## config.mk

```make
export PLATFORM = sky130hd
export DESIGN_NAME = blocked_queens_counter
export DESIGN_NICKNAME = d
export VERILOG_FILES = /design/src/design/bqc_pkg.sv /design/src/design/bqc_ctrl.sv /design/src/design/bqc_dpath.sv /design/src/design/blocked_queens_counter.sv
export SDC_FILE = /design/constraint.sdc
export NUM_CORES = 1
export LEC_CHECK = 0
export ABC_AREA = 1
export BUFFER_PORTS_ARGS = -buffer_cell sky130_fd_sc_hd__clkbuf_2
export CORE_ASPECT_RATIO = 0.6
export CORE_UTILIZATION = 31
export DETAILED_ROUTE_END_ITERATION = 8
export PLACE_DENSITY = 0.52
export SYNTH_ARGS = -nofsm -noshare
export SYNTH_HDL_FRONTEND = slang
export SYNTH_SLANG_ARGS = --single-unit
```

## constraint.sdc

```tcl
create_clock -name clk -period 6.6 [get_ports clk]
set_input_delay 1.32 -clock clk [delete_from_list [all_inputs] [get_ports clk]]
set_output_delay 1.32 -clock clk [all_outputs]
set_load 0.03 [all_outputs]
```

## src/design/bqc_pkg.sv

```systemverilog
// Shared types and constants for the blocked queens counter.
// No dependencies; used by bqc_ctrl, bqc_dpath and the top level.
package bqc_pkg;

	localparam int ROW_IDX_W   = 3;
	localparam int MASK_W      = 8;
	localparam int COUNT_W     = 7;
	localparam int STORE_DEPTH = 8;
	localparam int STORE_AW    = 3;
	localparam logic [COUNT_W-1:0] COUNT_MAX = 7'd127;

	// Commands from the controller to the datapath
	typedef struct packed {
		logic load;       // write the incoming row into the board store
		logic start;      // clear the search state for a new search
		logic place;      // put a queen on the lowest free row of this column
		logic retreat;    // lift the queen of the previous column
		logic count_inc;  // a full placement was reached
		logic emit;       // copy the count into the result register
	} cmd_t;

	// Status from the datapath to the controller
	typedef struct packed {
		logic last_row;   // incoming row index is the last board row
		logic full;       // every column holds a queen
		logic root;       // search is at the first column
		logic avail_any;  // a free row remains in the current column
	} stat_t;

endpackage

```

## src/design/bqc_ctrl.sv

```systemverilog
// Controller state machine for the blocked queens counter.
// Depends on bqc_pkg for the command and status structs.
module bqc_ctrl (
	input  logic            clk,
	input  logic            arst_n,
	input  logic            in_valid,
	output logic            in_stall,
	output logic            out_valid,
	input  logic            out_stall,
	input  bqc_pkg::stat_t  stat,
	output bqc_pkg::cmd_t   cmd
);
	import bqc_pkg::*;

	typedef enum logic [1:0] {
		ST_IDLE,
		ST_SEARCH,
		ST_DONE
	} state_t;

	state_t state_q;
	logic   out_valid_q;
	logic   accept;

	assign in_stall  = (state_q != ST_IDLE);
	assign accept    = in_valid && !in_stall;
	assign out_valid = out_valid_q;

	always_comb begin
		cmd = '0;
		case (state_q)
			ST_IDLE: begin
				cmd.load  = accept;
				cmd.start = accept && stat.last_row;
			end
			ST_SEARCH: begin
				if (stat.full) begin
					cmd.count_inc = 1'b1;
					cmd.retreat   = 1'b1;
				end else if (stat.avail_any) begin
					cmd.place = 1'b1;
				end else if (!stat.root) begin
					cmd.retreat = 1'b1;
				end
			end
			ST_DONE: begin
				cmd.emit = !out_valid_q || !out_stall;
			end
			default: begin
				cmd = '0;
			end
		endcase
	end

	always_ff @(posedge clk or negedge arst_n) begin
		if (!arst_n) begin
			state_q     <= ST_IDLE;
			out_valid_q <= 1'b0;
		end else begin
			case (state_q)
				ST_IDLE: begin
					if (cmd.start) state_q <= ST_SEARCH;
				end
				ST_SEARCH: begin
					if (!stat.full && !stat.avail_any && stat.root) state_q <= ST_DONE;
				end
				ST_DONE: begin
					if (cmd.emit) state_q <= ST_IDLE;
				end
				default: begin
					state_q <= ST_IDLE;
				end
			endcase
			if (cmd.emit) begin
				out_valid_q <= 1'b1;
			end else if (!out_stall) begin
				out_valid_q <= 1'b0;
			end
		end
	end

endmodule

```

## src/design/bqc_dpath.sv

```systemverilog
// Datapath of the blocked queens counter: board store, occupancy masks,
// choice stack, column and row cursors, count. Depends on bqc_pkg.
module bqc_dpath #(
	parameter int BOARD_SIZE = 8
) (
	input  logic                           clk,
	input  logic                           arst_n,
	input  logic [bqc_pkg::ROW_IDX_W-1:0]  row_index,
	input  logic [bqc_pkg::MASK_W-1:0]     blocked_mask,
	input  bqc_pkg::cmd_t                  cmd,
	output bqc_pkg::stat_t                 stat,
	output logic [bqc_pkg::COUNT_W-1:0]    solution_count
);
	import bqc_pkg::*;

	localparam int N     = BOARD_SIZE;
	localparam int RowW  = $clog2(N);
	localparam int ColW  = $clog2(N + 1);
	localparam int DiagW = 2 * N - 1;
	localparam int DIW   = $clog2(DiagW);

	logic [MASK_W-1:0]  store_q [STORE_DEPTH];
	logic [N-1:0]       rows_q;
	logic [DiagW-1:0]   diag_q;
	logic [DiagW-1:0]   anti_q;
	logic [RowW-1:0]    stack_q [N];
	logic [ColW-1:0]    col_q;
	logic [ColW-1:0]    try_q;
	logic [COUNT_W-1:0] count_q;
	logic [COUNT_W-1:0] result_q;

	logic [N-1:0]       blk;
	logic [N-1:0]       ge_mask;
	logic [N-1:0]       avail;
	logic [DiagW-1:0]   diag_sh;
	logic [DiagW-1:0]   anti_sh;
	logic [DIW-1:0]     diag_shift;
	logic [RowW-1:0]    pick;
	logic [ColW-1:0]    col_m1;
	logic [RowW-1:0]    prev;
	logic [DIW-1:0]     d_place;
	logic [DIW-1:0]     a_place;
	logic [DIW-1:0]     d_ret;
	logic [DIW-1:0]     a_ret;

	// Column of blocked cells for the current column, one bit per row
	always_comb begin
		blk = '0;
		for (int r = 0; r < N; r++) begin
			if (r < STORE_DEPTH) begin
				blk[r] = |(store_q[r[STORE_AW-1:0]] & (MASK_W'(1) << col_q));
			end
		end
	end

	always_comb begin
		for (int i = 0; i < N; i++) begin
			ge_mask[i] = (ColW'(i) >= try_q);
		end
	end

	assign diag_shift = DIW'(N - 1) - DIW'(col_q);
	assign diag_sh    = diag_q >> diag_shift;
	assign anti_sh    = anti_q >> col_q;
	assign avail      = ~rows_q & ~diag_sh[N-1:0] & ~anti_sh[N-1:0] & ~blk & ge_mask;

	// Lowest free row at or above the try cursor
	always_comb begin
		pick = '0;
		for (int i = N - 1; i >= 0; i--) begin
			if (avail[i]) pick = RowW'(i);
		end
	end

	assign col_m1  = col_q - ColW'(1);
	assign prev    = stack_q[col_m1[RowW-1:0]];
	assign d_place = DIW'(pick) + DIW'(N - 1) - DIW'(col_q);
	assign a_place = DIW'(pick) + DIW'(col_q);
	assign d_ret   = DIW'(prev) + DIW'(N) - DIW'(col_q);
	assign a_ret   = DIW'(prev) + DIW'(col_m1);

	assign stat.last_row  = (int'(row_index) == N - 1);
	assign stat.full      = (col_q == ColW'(N));
	assign stat.root      = (col_q == '0);
	assign stat.avail_any = |avail;

	assign solution_count = result_q;

	always_ff @(posedge clk) begin
		if (cmd.load) store_q[row_index] <= blocked_mask;
		if (cmd.emit) result_q <= count_q;
	end

	always_ff @(posedge clk or negedge arst_n) begin
		if (!arst_n) begin
			rows_q  <= '0;
			diag_q  <= '0;
			anti_q  <= '0;
			col_q   <= '0;
			try_q   <= '0;
			count_q <= '0;
			for (int i = 0; i < N; i++) stack_q[i] <= '0;
		end else if (cmd.start) begin
			rows_q  <= '0;
			diag_q  <= '0;
			anti_q  <= '0;
			col_q   <= '0;
			try_q   <= '0;
			count_q <= '0;
		end else begin
			if (cmd.count_inc && count_q != COUNT_MAX) count_q <= count_q + COUNT_W'(1);
			if (cmd.place) begin
				rows_q                   <= rows_q | (N'(1) << pick);
				diag_q                   <= diag_q | (DiagW'(1) << d_place);
				anti_q                   <= anti_q | (DiagW'(1) << a_place);
				stack_q[col_q[RowW-1:0]] <= pick;
				col_q                    <= col_q + ColW'(1);
				try_q                    <= '0;
			end else if (cmd.retreat) begin
				rows_q <= rows_q & ~(N'(1) << prev);
				diag_q <= diag_q & ~(DiagW'(1) << d_ret);
				anti_q <= anti_q & ~(DiagW'(1) << a_ret);
				col_q  <= col_m1;
				try_q  <= ColW'(prev) + ColW'(1);
			end
		end
	end

endmodule

```

## src/design/blocked_queens_counter.sv

```systemverilog
// Top level of the blocked queens counter.
// Depends on bqc_pkg, bqc_ctrl and bqc_dpath.
//
// Usage:
//   Input channel (in_valid / in_stall): each transaction loads one board row,
//   row_index selects the row and blocked_mask marks its blocked cells (bit c
//   is column c). A transaction whose row_index is BOARD_SIZE-1 also starts
//   the search; every other row only updates the board and gives no result.
//   Load every row before the last one, since a row is read only after a write.
//   Output channel (out_valid / out_stall): one transaction per search carries
//   solution_count, the number of ways to place BOARD_SIZE non-attacking
//   queens on free cells.
//   Plain rows can be loaded back to back while no search runs.
//   A search runs one step per cycle in the place/retreat loop of the
//   datapath: each step places a queen, lifts a queen (counting a full
//   placement as it does so) or closes the search; the count is then handed
//   to the output register. in_stall is high for the whole search.
//   The output register holds the count while the receiver stalls; new rows
//   are still taken in the meantime, and a following search waits at its end
//   until that register frees up.
//   Reset (arst_n low) clears the search state and the output valid; the
//   board store is not cleared.
module blocked_queens_counter #(
	parameter int BOARD_SIZE = 8
) (
	input  logic                           clk,
	input  logic                           arst_n,
	input  logic                           in_valid,
	output logic                           in_stall,
	input  logic [bqc_pkg::ROW_IDX_W-1:0]  row_index,
	input  logic [bqc_pkg::MASK_W-1:0]     blocked_mask,
	output logic                           out_valid,
	input  logic                           out_stall,
	output logic [bqc_pkg::COUNT_W-1:0]    solution_count
);
	import bqc_pkg::*;

	cmd_t  cmd;
	stat_t stat;

	// Sequence the search: accept rows, step the search, hand off the count
	bqc_ctrl u_ctrl (
		.clk       (clk),
		.arst_n    (arst_n),
		.in_valid  (in_valid),
		.in_stall  (in_stall),
		.out_valid (out_valid),
		.out_stall (out_stall),
		.stat      (stat),
		.cmd       (cmd)
	);

	// Hold the board, the occupancy masks and the stack of chosen rows
	bqc_dpath #(
		.BOARD_SIZE (BOARD_SIZE)
	) u_dpath (
		.clk            (clk),
		.arst_n         (arst_n),
		.row_index      (row_index),
		.blocked_mask   (blocked_mask),
		.cmd            (cmd),
		.stat           (stat),
		.solution_count (solution_count)
	);

endmodule

```

==> impl_metrics.py <==
metrics = {
    "worst_setup_path": {
        "endpoint_kind": "flop",
        "reg2regPathDepth": 25,
        "worst-path-stages": 25,
        "cp_data_arrival_time_ps": 5400,
        "path_buf_inv": 7,
        "crit_family": "simple AND/OR/NAND/NOR gates",
        "crit_path_frequent_cell": "nand2_1",
        "cp_max_fo": 31,
        "cpMaxStageDelayCell": "ha_1",
        "critPathMaxStageDelay_ps": 510,
        "cp_data_required_time_ps": 6920,
        "criticalPathCategory": "reg -> reg",
        "worst_setup_path_start_kind": "flop",
    },
    "sta": {
        "worst_hold_slack_ps": 484,
        "period_share_pct": 77.0,
        "finalClockSkew_ps": 10.2,
        "maxSlewHeadroom_pct": 17.9,
        "rsz0062_at_grt": "no",
        "report.final.slew_viol_count": 0,
        "fmax_mhz": 197,
        "tightest_slew_ps": 1230,
        "hold_viol": 0,
        "period_minus_slack_ps": 5080,
        "setup_tns_ps": 0,
        "setup_viol": 0,
    },
    "floorplan": {
        "io_pins": 24,
        "die_y_um": 134,
        "rows": 48,
        "initial_utilization_pct": 31.5,
        "fp.coreArea_um2": 28700,
        "dieArea_um2": 29900,
        "die_x_um": 222,
    },
    "synthesis": {
        "synth_top_cell_by_area": "edfxtp_1",
        "synth_fp_nets": 1192,
        "yosysMostFrequentCell": "nand2_1",
        "yosysUniqueCellTypes": 47,
        "synthArstFlopShare_pct": 53.0,
        "syn_avg_cell_area_um2": 7.90,
        "synth_edf_count": 71,
        "ys_top_cells_by_area": "edfxtp_1, dfrtp_1, nand2_1, nand3_1, nor2_1",
        "synthCells": 1145,
        "synth_seq_cells": 151,
        "ys_warn_count": 0,
        "netlist_area_um2": 9040,
        "yosys.area.top_type_share_pct": 23.6,
        "synth_ff_type": "dfrtp_1",
        "synth_top_cells_by_count": "nand2_1, nand3_1, nor2_1",
        "yosysSeqAreaShare_pct": 45.7,
    },
    "cts": {
        "postCtsHoldBufs": 0,
        "cts_sinks": 151,
        "root_buffer": "clkbuf_16",
        "cts_tree": "yes",
        "clk_pin_slew_ps": 70,
        "cts_resized": 0,
        "cts_buffers": 17,
        "htree_levels": 4,
        "insertion_delay_ps": 450,
        "cts_buffer_depth": 2,
        "post_cts_buffers": 0,
    },
    "global_routing": {
        "grt_pass1_wl_um": 44600,
        "grt_usage_pct": 20.0,
        "grt_max_degree": 51,
        "grt_pass1_vias": 7261,
        "overflow": 0,
        "antenna_found_initial": 0,
    },
    "placement": {
        "numPortBuffers": 23,
        "post_dp_cell_area_um2": 9430,
        "dp.final_hpwl_um": 21200,
        "gp_congestion": 0.935,
    },
    "finish": {
        "n_antenna_cell": 0,
        "post-route-util_pct": 35.1,
        "post-route-cell-area_um2": 10100,
        "multi_input_area_um2": 4220,
        "num-fill-cells": 2981,
        "area_delta_synth_final_pct": 11.4,
        "nets": 1200,
        "drive_gt1_share_pct": 8.92,
        "seq_area_um2": 4140,
    },
    "drt": {
        "wl_um": 28900,
        "vias": 7917,
        "routedWlPerCell_um": 18.7,
        "final_antenna_net_count": 0,
        "post-route-drc-count": 0,
        "vias_per_cell": 5.14,
        "dr.first_iter.drc_count": 1030,
        "firstDrtPassIters": 7,
    },
    "run_status": {
        "status": "finished, final reports clean",
    },
    "min_path": {
        "min_path_cells": 0,
        "hp-class": "reg -> reg",
    },
    "job": {
        "maxCapViolations": 0,
    },
}
worst paths after layout:
path	endpoint	slack (ps)	start
max	u_dpath.anti_q[6]	1520	u_dpath.col_q[1]
min	u_dpath.solution_count[2]	480	u_dpath.count_q[2]
max reg2reg	u_dpath.anti_q[6]	1520	u_dpath.col_q[1]
min reg2reg	u_dpath.solution_count[2]	480	u_dpath.count_q[2]
max in group asynchronous	u_dpath.col_q[0]	4710	arst_n
min in group asynchronous	u_dpath.rows_q[3]	840	arst_n
cells in the final DEF (no fill, tap or decap), drive strengths merged, types with 11 or more instances in the layout:
| master | instances |
|---|---|
| inv | 109 |
| nor2 | 117 |
| dfrtp | 80 |
| nor3 | 33 |
| a2bb2oi | 16 |
| a21oi | 27 |
| edfxtp | 71 |
| nand3 | 131 |
| nand2 | 336 |
| o21ai | 90 |
| ha | 28 |
| clkbuf | 41 |
| buf | 11 |
registers in the layout, indices dropped and copies added (netlist names):
register / count
u_ctrl.out_valid: 1
u_dpath.col_q: 4
u_dpath.diag_q: 15
u_dpath.anti_q: 15
u_dpath.stack_q: 24
u_dpath.rows_q: 8
u_dpath.try_q: 4
u_dpath.solution_count: 7
u_ctrl.state_q: 2
u_dpath.count_q: 7
u_dpath.store_q: 64
area by class of cell:
type,count,area share [%]
Clock buffer,19,4.30
Clock inverter,13,2.04
Inverter,109,4.11
Multi-Input combinational cell,841,41.9
Sequential cell,151,41.1
Tap cell,375,4.66
Timing Repair Buffer,33,1.91
cells by family after synthesis:
logic type / synth area share [%]
AND/OR/NAND/NOR: 31.1
AO/OA/AOI/OAI: 9.95
buffers and inverters: 7.61
flip-flops: 45.7
adder cells (fa/ha/maj): 4.76
XOR/XNOR: 0.872
metal layers:
metal	track usage [%]	vias up	routed length, um
li1	-	3814	-
met1	32.4	3739	15000
met2	23.7	344	10300
met3	7.34	20	3220
met4	4.37	0	287
met5	0	-	0
metrics by stage:
stage | instances | setup WS [ps]
after floorplan | 1145 | 2330
after global placement | 1509 | 1550
after detailed placement | 1509 | 1590
after CTS | 1541 | 1590
after global routing | 1541 | 1030
final | 1541 | 1520
Power is not shown: default switching activity piles up to over one toggle a cycle in this logic, so the estimate is an artifact.
